<file path="src/rtl/core/assert_macros.svh">
// Assertion macros shared by the life grid RTL.
// Define ASSERT_OFF to compile every assertion away.
`ifndef ASSERT_MACROS_SVH
`define ASSERT_MACROS_SVH

`ifndef ASSERT_OFF

// Property checked at every rising edge outside reset.
`define LGS_ASSERT(lbl, ck, rn, prop) \
	lbl: assert property (@(posedge ck) disable iff (!rn) (prop)) \
	else $error("life grid assertion failed");

// Condition that must never be true outside reset.
`define LGS_ASSERT_NEVER(lbl, ck, rn, cond) \
	lbl: assert property (@(posedge ck) disable iff (!rn) (!(cond))) \
	else $error("life grid forbidden condition seen");

`else

`define LGS_ASSERT(lbl, ck, rn, prop)
`define LGS_ASSERT_NEVER(lbl, ck, rn, cond)

`endif

`endif

</file>
<file path="src/rtl/core/lgs_pkg.sv">
// Shared types and constants of the life grid block.
// No dependencies.
`timescale 1ns / 1ps

package lgs_pkg;

	localparam int OP_W  = 2;
	localparam int IDX_W = 12;

	localparam logic [OP_W-1:0] OP_WRITE   = 2'd0;
	localparam logic [OP_W-1:0] OP_ADVANCE = 2'd1;
	localparam logic [OP_W-1:0] OP_READ    = 2'd2;

	localparam logic [3:0] SURVIVE_COUNT = 4'd2;
	localparam logic [3:0] BIRTH_COUNT   = 4'd3;

	typedef enum logic [2:0] {
		ST_CLEAR,
		ST_IDLE,
		ST_DIV1,
		ST_DIV2,
		ST_RD,
		ST_RMW,
		ST_ADV,
		ST_DONE
	} state_t;

	// controller -> datapath
	typedef struct packed {
		logic load;   // request accepted: latch fields
		logic div1;   // row estimate from index
		logic div2;   // column and range check
		logic rd;     // read the addressed row
		logic rmw;    // update row / capture read bit
		logic adv;    // one step of the generation sweep
		logic clear;  // one step of the reset clearing pass
	} cmd_t;

	// datapath -> controller
	typedef struct packed {
		logic clear_last;
		logic adv_last;
	} sts_t;

endpackage

</file>
<file path="src/rtl/core/lgs_ctrl.sv">
// Sequencer of the life grid block: request accept, cell access, sweep.
// Depends on lgs_pkg and assert_macros.svh.
`timescale 1ns / 1ps
`include "assert_macros.svh"

module lgs_ctrl (
	input  logic                      clk,
	input  logic                      arst_n,
	input  logic                      start,
	input  logic [lgs_pkg::OP_W-1:0]  op,
	input  lgs_pkg::sts_t             sts,
	output lgs_pkg::cmd_t             cmd,
	output logic                      busy,
	output logic                      done
);

	lgs_pkg::state_t state_q, state_d;

	always_ff @(posedge clk or negedge arst_n) begin
		if (!arst_n) begin
			state_q <= lgs_pkg::ST_CLEAR;
		end else begin
			state_q <= state_d;
		end
	end

	always_comb begin
		state_d = state_q;
		case (state_q)
			lgs_pkg::ST_CLEAR: begin
				if (sts.clear_last) begin
					state_d = lgs_pkg::ST_IDLE;
				end
			end
			lgs_pkg::ST_IDLE: begin
				if (start) begin
					if (op == lgs_pkg::OP_ADVANCE) begin
						state_d = lgs_pkg::ST_ADV;
					end else if (op == lgs_pkg::OP_WRITE || op == lgs_pkg::OP_READ) begin
						state_d = lgs_pkg::ST_DIV1;
					end else begin
						state_d = lgs_pkg::ST_DONE;
					end
				end
			end
			lgs_pkg::ST_DIV1: state_d = lgs_pkg::ST_DIV2;
			lgs_pkg::ST_DIV2: state_d = lgs_pkg::ST_RD;
			lgs_pkg::ST_RD:   state_d = lgs_pkg::ST_RMW;
			lgs_pkg::ST_RMW:  state_d = lgs_pkg::ST_DONE;
			lgs_pkg::ST_ADV: begin
				if (sts.adv_last) begin
					state_d = lgs_pkg::ST_DONE;
				end
			end
			lgs_pkg::ST_DONE: state_d = lgs_pkg::ST_IDLE;
			default:          state_d = lgs_pkg::ST_CLEAR;
		endcase
	end

	always_comb begin
		cmd  = '0;
		busy = 1'b1;
		done = 1'b0;
		case (state_q)
			lgs_pkg::ST_CLEAR: cmd.clear = 1'b1;
			lgs_pkg::ST_IDLE: begin
				busy     = 1'b0;
				cmd.load = start;
			end
			lgs_pkg::ST_DIV1: cmd.div1 = 1'b1;
			lgs_pkg::ST_DIV2: cmd.div2 = 1'b1;
			lgs_pkg::ST_RD:   cmd.rd   = 1'b1;
			lgs_pkg::ST_RMW:  cmd.rmw  = 1'b1;
			lgs_pkg::ST_ADV:  cmd.adv  = 1'b1;
			lgs_pkg::ST_DONE: done     = 1'b1;
			default:          busy     = 1'b1;
		endcase
	end

	`LGS_ASSERT(a_done_to_idle, clk, arst_n,
		state_q == lgs_pkg::ST_DONE |=> state_q == lgs_pkg::ST_IDLE)
	`LGS_ASSERT(a_adv_entry, clk, arst_n,
		(cmd.load && op == lgs_pkg::OP_ADVANCE) |=> state_q == lgs_pkg::ST_ADV)
	`LGS_ASSERT(a_adv_holds, clk, arst_n,
		(state_q == lgs_pkg::ST_ADV && !sts.adv_last) |=> state_q == lgs_pkg::ST_ADV)

endmodule

</file>
<file path="config.mk">
export PLATFORM = sky130hd
export DESIGN_NAME = lgs_ctrl
export DESIGN_NICKNAME = d
export VERILOG_FILES = /design/src/rtl/core/lgs_pkg.sv /design/src/rtl/core/lgs_ctrl.sv
export VERILOG_INCLUDE_DIRS = /design/src /design/src/rtl/core
export SDC_FILE = /design/constraint.sdc
export NUM_CORES = 1
export LEC_CHECK = 0
export ABC_CLOCK_PERIOD_IN_PS = 1080
export BUFFER_PORTS_ARGS = -buffer_cell sky130_fd_sc_hd__buf_2
export CAP_MARGIN = 20
export CORE_AREA = 2 2 39 41
export DETAILED_ROUTE_END_ITERATION = 10
export DIE_AREA = 0 0 41 43
export GPL_ROUTABILITY_DRIVEN = 0
export PLACE_DENSITY = 0.4
export SLEW_MARGIN = 30
export SYNTH_ARGS = -nofsm -noshare
export SYNTH_HDL_FRONTEND = slang
export SYNTH_SLANG_ARGS = --single-unit
</file>
<file path="constraint.sdc">
create_clock -name clk -period 1.08 [get_ports clk]
set_input_delay 0.162 -clock clk [delete_from_list [all_inputs] [get_ports clk]]
set_output_delay 0.162 -clock clk [all_outputs]
set_load 0.02 [all_outputs]
</file>
Word-level counts from Yosys, hierarchy flattened
Index checks and enable logic that the tools add are counted.
{ "classes": {"bitwise_logic": 0, "shifts": 0, "n_addsub": 0, "mul": 0, "n_eq_ne": 12, "n_div": 0, "n_lt_le_gt_ge": 0, "n_reduce_logical": 4, "mux": 15} }
{ "op_table": {"columns": ["operator", "count"], "rows": [
  ["case mux 3 bit (8 select lines)", 1],
  ["two-way mux 3 bit", 5],
  ["equality test 3 bit, second input constant", 4],
  ["two-way mux 1 bit", 9],
  ["equality test 3 x 2 -> 1 bit, second input constant", 2],
  ["!= test 2 bit, second input constant", 3],
  ["equality test 3 x 1 -> 1 bit, second input constant", 1],
  ["logical NOT 3 bit", 1],
  ["AND reduction 3 bit", 1],
  ["equality test 2 x 1 -> 1 bit, second input constant", 1],
  ["equality test 2 bit, second input constant", 1],
  ["logical NOT 2 bit", 1],
  ["logical OR 1 bit", 1]
]} }
{ "word_totals": {"mem_bits_ro": 0, "mem_bits_rw": 0, "reg_bits": 3, "word_cells": 32, "latch_bits": 0, "input_bits": 7, "n_memories": 0, "out_inout_bits": 9} }

Logic depth before layout (Yosys ltp)
Gate-level depths: netlist of run 1.
{ "depth": {"ltp_word": 6, "depth_mapped": 4, "ltp_nobuf": 3} }

Worst setup path after synthesis of run 1
OpenSTA, ideal clock, no wires.
{ "synth_timing": {"path_type": "register -> output", "startpoint": "register state_q[2]", "endpoint": "output cmd[6] in the netlist's numbering", "required_time_ps": 918, "arrival_time_ps": 1121, "path_slack_ps": -203, "path_buffers": 1, "path_stages_with_launch": 4, "cell_sequence": "dfrtp_1 -> clkbuf_1 -> nand2b_1 -> nor2_1"} }
{ "synth_lines": {"columns": ["item", "line_no", "source"], "rows": [
  ["from (decl)", "lgs_ctrl.sv:17", "lgs_pkg::state_t state_q, state_d;"],
  ["from (signal assigned)", "lgs_ctrl.sv:21", "state_q <= lgs_pkg::ST_CLEAR;"],
  ["from (signal assigned)", "lgs_ctrl.sv:23", "state_q <= state_d;"],
  ["to (decl)", "lgs_ctrl.sv:12", "output lgs_pkg::cmd_t cmd,"]
]} }

==> results.json, run 1 <==
{
  "dieWidth_um": 41,
  "clock_latency_ns": 0.23,
  "tightest_slew_ns": 0.191,
  "wirelength_um": 688,
  "switching_share_pct": 43.9,
  "grt_max_degree": 9,
  "setup_violations": 10,
  "fin_crit_ns": 1.31,
  "htree_levels": 1,
  "cp_data_required_time_ns": 0.92,
  "ys_seq_elements": 3,
  "routedWlPerCell_um": 9.97,
  "power.total_mw": 1.48,
  "ctsRootBufferMaster": "clkbuf_4",
  "largest_reg_flops": 3,
  "internal_power_uw": 832,
  "layout_common_cells": "buf_2 (7), buf_6 (7), buf_4 (6)",
  "yosys_warnings": 0,
  "combPwrFrac_pct": 65.9,
  "post_route_cells_drive_above_1_share_pct": 64.2,
  "tns_ns": -1.76,
  "synth_cell_types": 18,
  "arrival_ns": 1.15,
  "place_ws_ns": -0.0521,
  "leakage_nw": 0.228,
  "largestRegisters": "state_q (3)",
  "drt_iter0_markers": 2,
  "die_height_um": 43,
  "synthesis.area_um2": 239,
  "regMostFlops": "state_q",
  "cap_violations": 0,
  "p_seq_share_pct": 20.5,
  "grt_pass1_vias": 274,
  "ys_seq_area_share_pct": 31.4,
  "finalClockSkew_ns": 0.00257,
  "p_sw_uw": 651,
  "slew_headroom_pct": 87.3,
  "syn-instance-count": 31,
  "peakVddDrop_v": 0.00105,
  "critical_path_class": "reg -> out",
  "min_path_type": "in -> reg",
  "antenna_found_initial": 0,
  "fp.coreArea_um2": 1380,
  "die_area_um2": 1760,
  "drt_pass1_iterations": 2,
  "hold_viol_final": 0,
  "grt.overflow.total": 0,
  "drc": 0,
  "violations": "negative setup slack",
  "endpoint_kind": "output pin",
  "worstSetupStartpointType": "flop",
  "cts.sinks": 3,
  "cts_tree": "yes",
  "cts_inserted_buffers": 3,
  "clkPwrFrac_pct": 13.5,
  "clock_path_buffers": 2,
  "grt_pass1_wl_mm": 1.13,
  "power_density_nw_per_um2": 3170,
  "worst_slack_ns": -0.227,
  "fmax_mhz": 765,
  "postRouteAntennaNets": 0,
  "dp_cells": 61,
  "grt_use_total_pct": 10.0,
  "critical_path.max_fanout": 8,
  "synth.avg_cell_area_um2": 7.71,
  "rows": 14,
  "drv_slew": 0,
  "route.vias.total": 279,
  "rsz0062_at_grt": "yes",
  "outcome": "finished with violations",
  "place_hpwl_um": 463,
  "clk_pin_slew_worst_paths_ns": 0.04,
  "numPortBuffers": 15,
  "io_pins": 16,
  "final_cells": 69,
  "post_drt_via_cell_ratio": 4.04,
  "initial_core_util_pct": 17.3,
  "final_nets": 61,
  "fin_crit_sh_pct": 121,
  "synth_fp_nets": 38,
  "antenna_cells": 0,
  "synthToLayoutAreaGrowth_pct": 95.8
}
## critical path: stages, from the launching register on
cell      delay (ns)
dfrtp_2         0.47
nor2b_4         0.14
nand2b_1        0.08
nor2_2          0.08
buf_4           0.14
## path summary, 6_finish.rpt
path	end	from	cells past startpoint	slack (ns)
min reg2reg	state_q[1]	state_q[0]	2	0.66
max in group asynchronous	state_q[2]	arst_n	2	0.71
min	state_q[1]	start	3	0.21
max	cmd[6]	state_q[1]	4	-0.23
max reg2reg	state_q[0]	state_q[0]	4	-0.09
min in group asynchronous	state_q[1]	arst_n	2	0.26
## final cells by class
cell class                 count  area (µm²)
fill                         162         916
timing repair buffer          21         169
multi-input combinational     23         168
sequential                     3        77.6
clock buffer                   4        26.3
tap                           16        20.0
inverter                       2        7.51
## stage by stage
stage          utilization (%)  hold slack [ns]  cell area (µm²)
2_1_floorplan                -           -0.134              248
3_3_place_gp              24.2          -0.0377              335
3_5_place_dp              24.2          -0.0426              335
4_1_cts                   32.2            0.194              445
5_1_grt                   33.8            0.227              468
6_report                  33.8            0.209              468
## power groups by stage
stage / logic [mW] / registers, mW / clock network (mW)
2_1_floorplan: 0.590 / 0.189 / 0
3_3_place_gp: 0.666 / 0.293 / 0
3_5_place_dp: 0.661 / 0.292 / 0
4_1_cts: 0.918 / 0.295 / 0.212
5_1_grt: 1.06 / 0.322 / 0.216
6_report: 0.978 / 0.305 / 0.201
## cell usage after synthesis
library cell | instances | area, µm²
a21boi_1 | 1 | 7.51
a21oi_1 | 1 | 5.00
and2_1 | 1 | 6.26
and3_1 | 1 | 6.26
and3b_1 | 1 | 8.76
buf_4 | 1 | 7.51
buf_6 | 1 | 11.3
clkbuf_1 | 1 | 3.75
dfrtp_1 | 3 | 75.1
inv_1 | 2 | 7.51
nand2_1 | 3 | 11.3
nand2b_1 | 3 | 18.8
nor2_1 | 4 | 15.0
nor2b_4 | 1 | 13.8
nor3_1 | 2 | 10.0
nor3b_1 | 1 | 7.51
o21ai_0 | 3 | 15.0
o31a_1 | 1 | 8.76
## what timing repair did
item	in CTS	in global routing
setup buffers	3	0
hold endpoints to repair	3	0
hold buffers	1	0
pin swaps	3	3
resized for setup	19	7
endpoints found under the setup margin	10	11
## routing by layer
metal	part of all wire, %	vias up	routed length (µm)	global-route usage (%)
li1	-	146	-	-
met1	46	123	315	12.5
met2	49	10	337	13.4
met3	5.1	0	35	1.57
met4	0	0	0	10.0
met5	0	-	0	0
## kinds of logic after synthesis
group | share of synthesized area, %
buffers and inverters | 12.6
AOI/OAI and AO/OA | 15.2
DFF | 31.4
and+or+nand+nor | 40.8
(Power assumes the default switching activity.)
==> inputs of run 2 (changes only) <==
PLACE_DENSITY = unset   (was 0.4)
==> run 2 against run 1 <==
The run still ends with negative setup slack left. Non-clock buffer count rose by 2. Final area rose by 2.1%. Register-to-register slack got worse by 0.03 ns. Flip-flop and latch count did not move. Power rose by 3.8%. Critical path depth did not move. Sequential share of layout area fell by 0.085 points. Cell count rose by 2.9%. Worst setup slack got worse by 0.0056 ns. Clock skew barely moved. Sequential power barely moved. Largest cell class unchanged.
==> results.json, run 2 (synthesis results as in run 1) <==
{
  "fp.coreArea_um2": 1380,
  "drc": 0,
  "path_depth": 4,
  "hold_slack_ns": 0.217,
  "crit_end": "cmd[6]",
  "wirelength_um": 755,
  "post_drt_via_cell_ratio": 4.01,
  "fin_crit_ns": 1.31,
  "ctsRootBufferMaster": "clkbuf_4",
  "nFillCells": 144,
  "min_path_type": "in -> reg",
  "io_pins": 16,
  "r2r-start": "state_q[0]",
  "reg2reg_slack_ns": -0.12,
  "clock_path_buffers": 2,
  "rows": 14,
  "critPathTopFamily": "flip-flops",
  "wl_met1_um": 333,
  "cts.sinks": 3,
  "final_nets": 63,
  "switching_share_pct": 42.2,
  "grt_max_degree": 13,
  "antenna_cells": 0,
  "cts_inserted_buffers": 3,
  "worst_slack_ns": -0.233,
  "wl_met3_um": 45,
  "cap_violations": 0,
  "setup_violations": 10,
  "final_common_cell": "buf_4",
  "worstSetupStartpointType": "flop",
  "slew_headroom_pct": 89.5,
  "grt_pass1_vias": 239,
  "critical_path_class": "reg -> out",
  "rsz0062_at_grt": "yes",
  "fin_crit_sh_pct": 122,
  "regMostFlops": "state_q",
  "synthToLayoutAreaGrowth_pct": 100,
  "die_area_um2": 1760,
  "finalClockSkew_ns": 0.00232,
  "clk_pin_slew_worst_paths_ns": 0.04,
  "die_height_um": 43,
  "postRouteAntennaNets": 0,
  "antenna_found_initial": 0,
  "critPathBufInv": 1,
  "drv_slew": 0,
  "clkPwrFrac_pct": 12.7,
  "drt_pass1_iterations": 2,
  "combPwrFrac_pct": 67.7,
  "htree_levels": 1,
  "violations": "negative setup slack",
  "worstRegToRegCells": 4,
  "route.vias.total": 285,
  "leakage_nw": 0.232,
  "post_route_cells_drive_above_1_share_pct": 69.1,
  "grt.overflow.total": 0,
  "crit_chain": "nor2b_4 > nand2b_1 > nor2_2 > buf_6",
  "routedWlPerCell_um": 10.6,
  "p_sw_uw": 649,
  "highest_layer": "met4",
  "cts_tree": "yes",
  "largest_reg_flops": 3,
  "max_stage_delay_ns": 0.42,
  "hold_viol_final": 0,
  "tns_ns": -1.75,
  "drt_iter0_markers": 1,
  "clock_latency_ns": 0.23,
  "peakVddDrop_v": 0.00106,
  "route.met2.wl_um": 356,
  "critical_path.max_fanout": 7,
  "arrival_ns": 1.15,
  "fmax_mhz": 762,
  "grt_pass1_wl_um": 972,
  "crit_start": "state_q[0]",
  "endpoint_kind": "output pin",
  "r2r-end": "state_q[0]",
  "grt_use_total_pct": 9.36,
  "numPortBuffers": 15,
  "tightest_slew_ns": 0.155,
  "initial_core_util_pct": 17.3,
  "cp_data_required_time_ns": 0.92,
  "dieWidth_um": 41,
  "p_seq_share_pct": 19.7,
  "largestRegisters": "state_q (3)",
  "internal_power_uw": 890,
  "layout_common_cells": "buf_4 (8), buf_2 (7), buf_6 (7)",
  "outcome": "finished with violations",
  "crit_slowest_cell": "dfrtp_2",
  "power_density_nw_per_um2": 3220
}
-- run 2: timing repair --
item / CTS / global route
pin swaps: 3 / 3
hold endpoints to repair: 3 / 0
resized for setup: 17 / 12
setup buffers: 3 / 3
endpoints found under the setup margin: 10 / 11
hold buffers: 1 / 0
-- run 2: layer usage --
layer  up-vias  GRT usage, %
met1       122          11.0
met3         2          3.14
met2        12          10.0
met4         0          14.0
li1        149             -
met5         -             0
-- run 2: cell type report --
type | instances | area, µm² | area share, %
flip-flops and latches | 3 | 78.8 | 16.5
well taps | 16 | 20.0 | 4.19
repair buffers | 23 | 184 | 38.5
clock buffers | 4 | 26.3 | 5.50
inverters | 2 | 7.51 | 1.57
multi-input cells | 23 | 161 | 33.8
-- run 2: power groups by stage --
stage / clock network [mW] / registers (mW) / logic, mW
after floorplan: 0 / 0.189 / 0.590
after global placement: 0 / 0.308 / 0.605
after detailed placement: 0 / 0.311 / 0.605
after CTS: 0.205 / 0.310 / 0.847
after global routing: 0.213 / 0.312 / 1.11
final: 0.195 / 0.303 / 1.04
-- run 2: how the worst min path moves through the flow --
| stage | startpoint | end | slack, ns | cells after the start |
|---|---|---|---|---|
| 4_1_cts | start | state_q[1] | 0.23 | 3 |
| 2_1_floorplan | arst_n | state_q[0] | -0.13 | 0 |
| 5_1_grt | start | state_q[1] | 0.22 | 3 |
| 3_3_place_gp | arst_n | state_q[2] | -0.04 | 1 |
| 3_5_place_dp | arst_n | state_q[1] | -0.04 | 1 |
| 6_report | start | state_q[1] | 0.22 | 3 |
-- run 2: per-stage QoR --
step           util (%)  power, mW  cell area (µm²)  std cells  setup slack, ns
2_1_floorplan         -      0.779              248         31           -0.129
3_3_place_gp       23.7      0.913              328         60          -0.0449
3_5_place_dp       23.7      0.916              328         60          -0.0491
4_1_cts            30.9       1.36              428         68           -0.236
5_1_grt            34.5       1.64              478         71           -0.270
6_report           34.5       1.54              478         71           -0.233
-- run 2: worst min-delay path: cells and delay by family --
family          cells  cell delay [ns]
compound gates      2             0.12
buf+inv             1             0.12
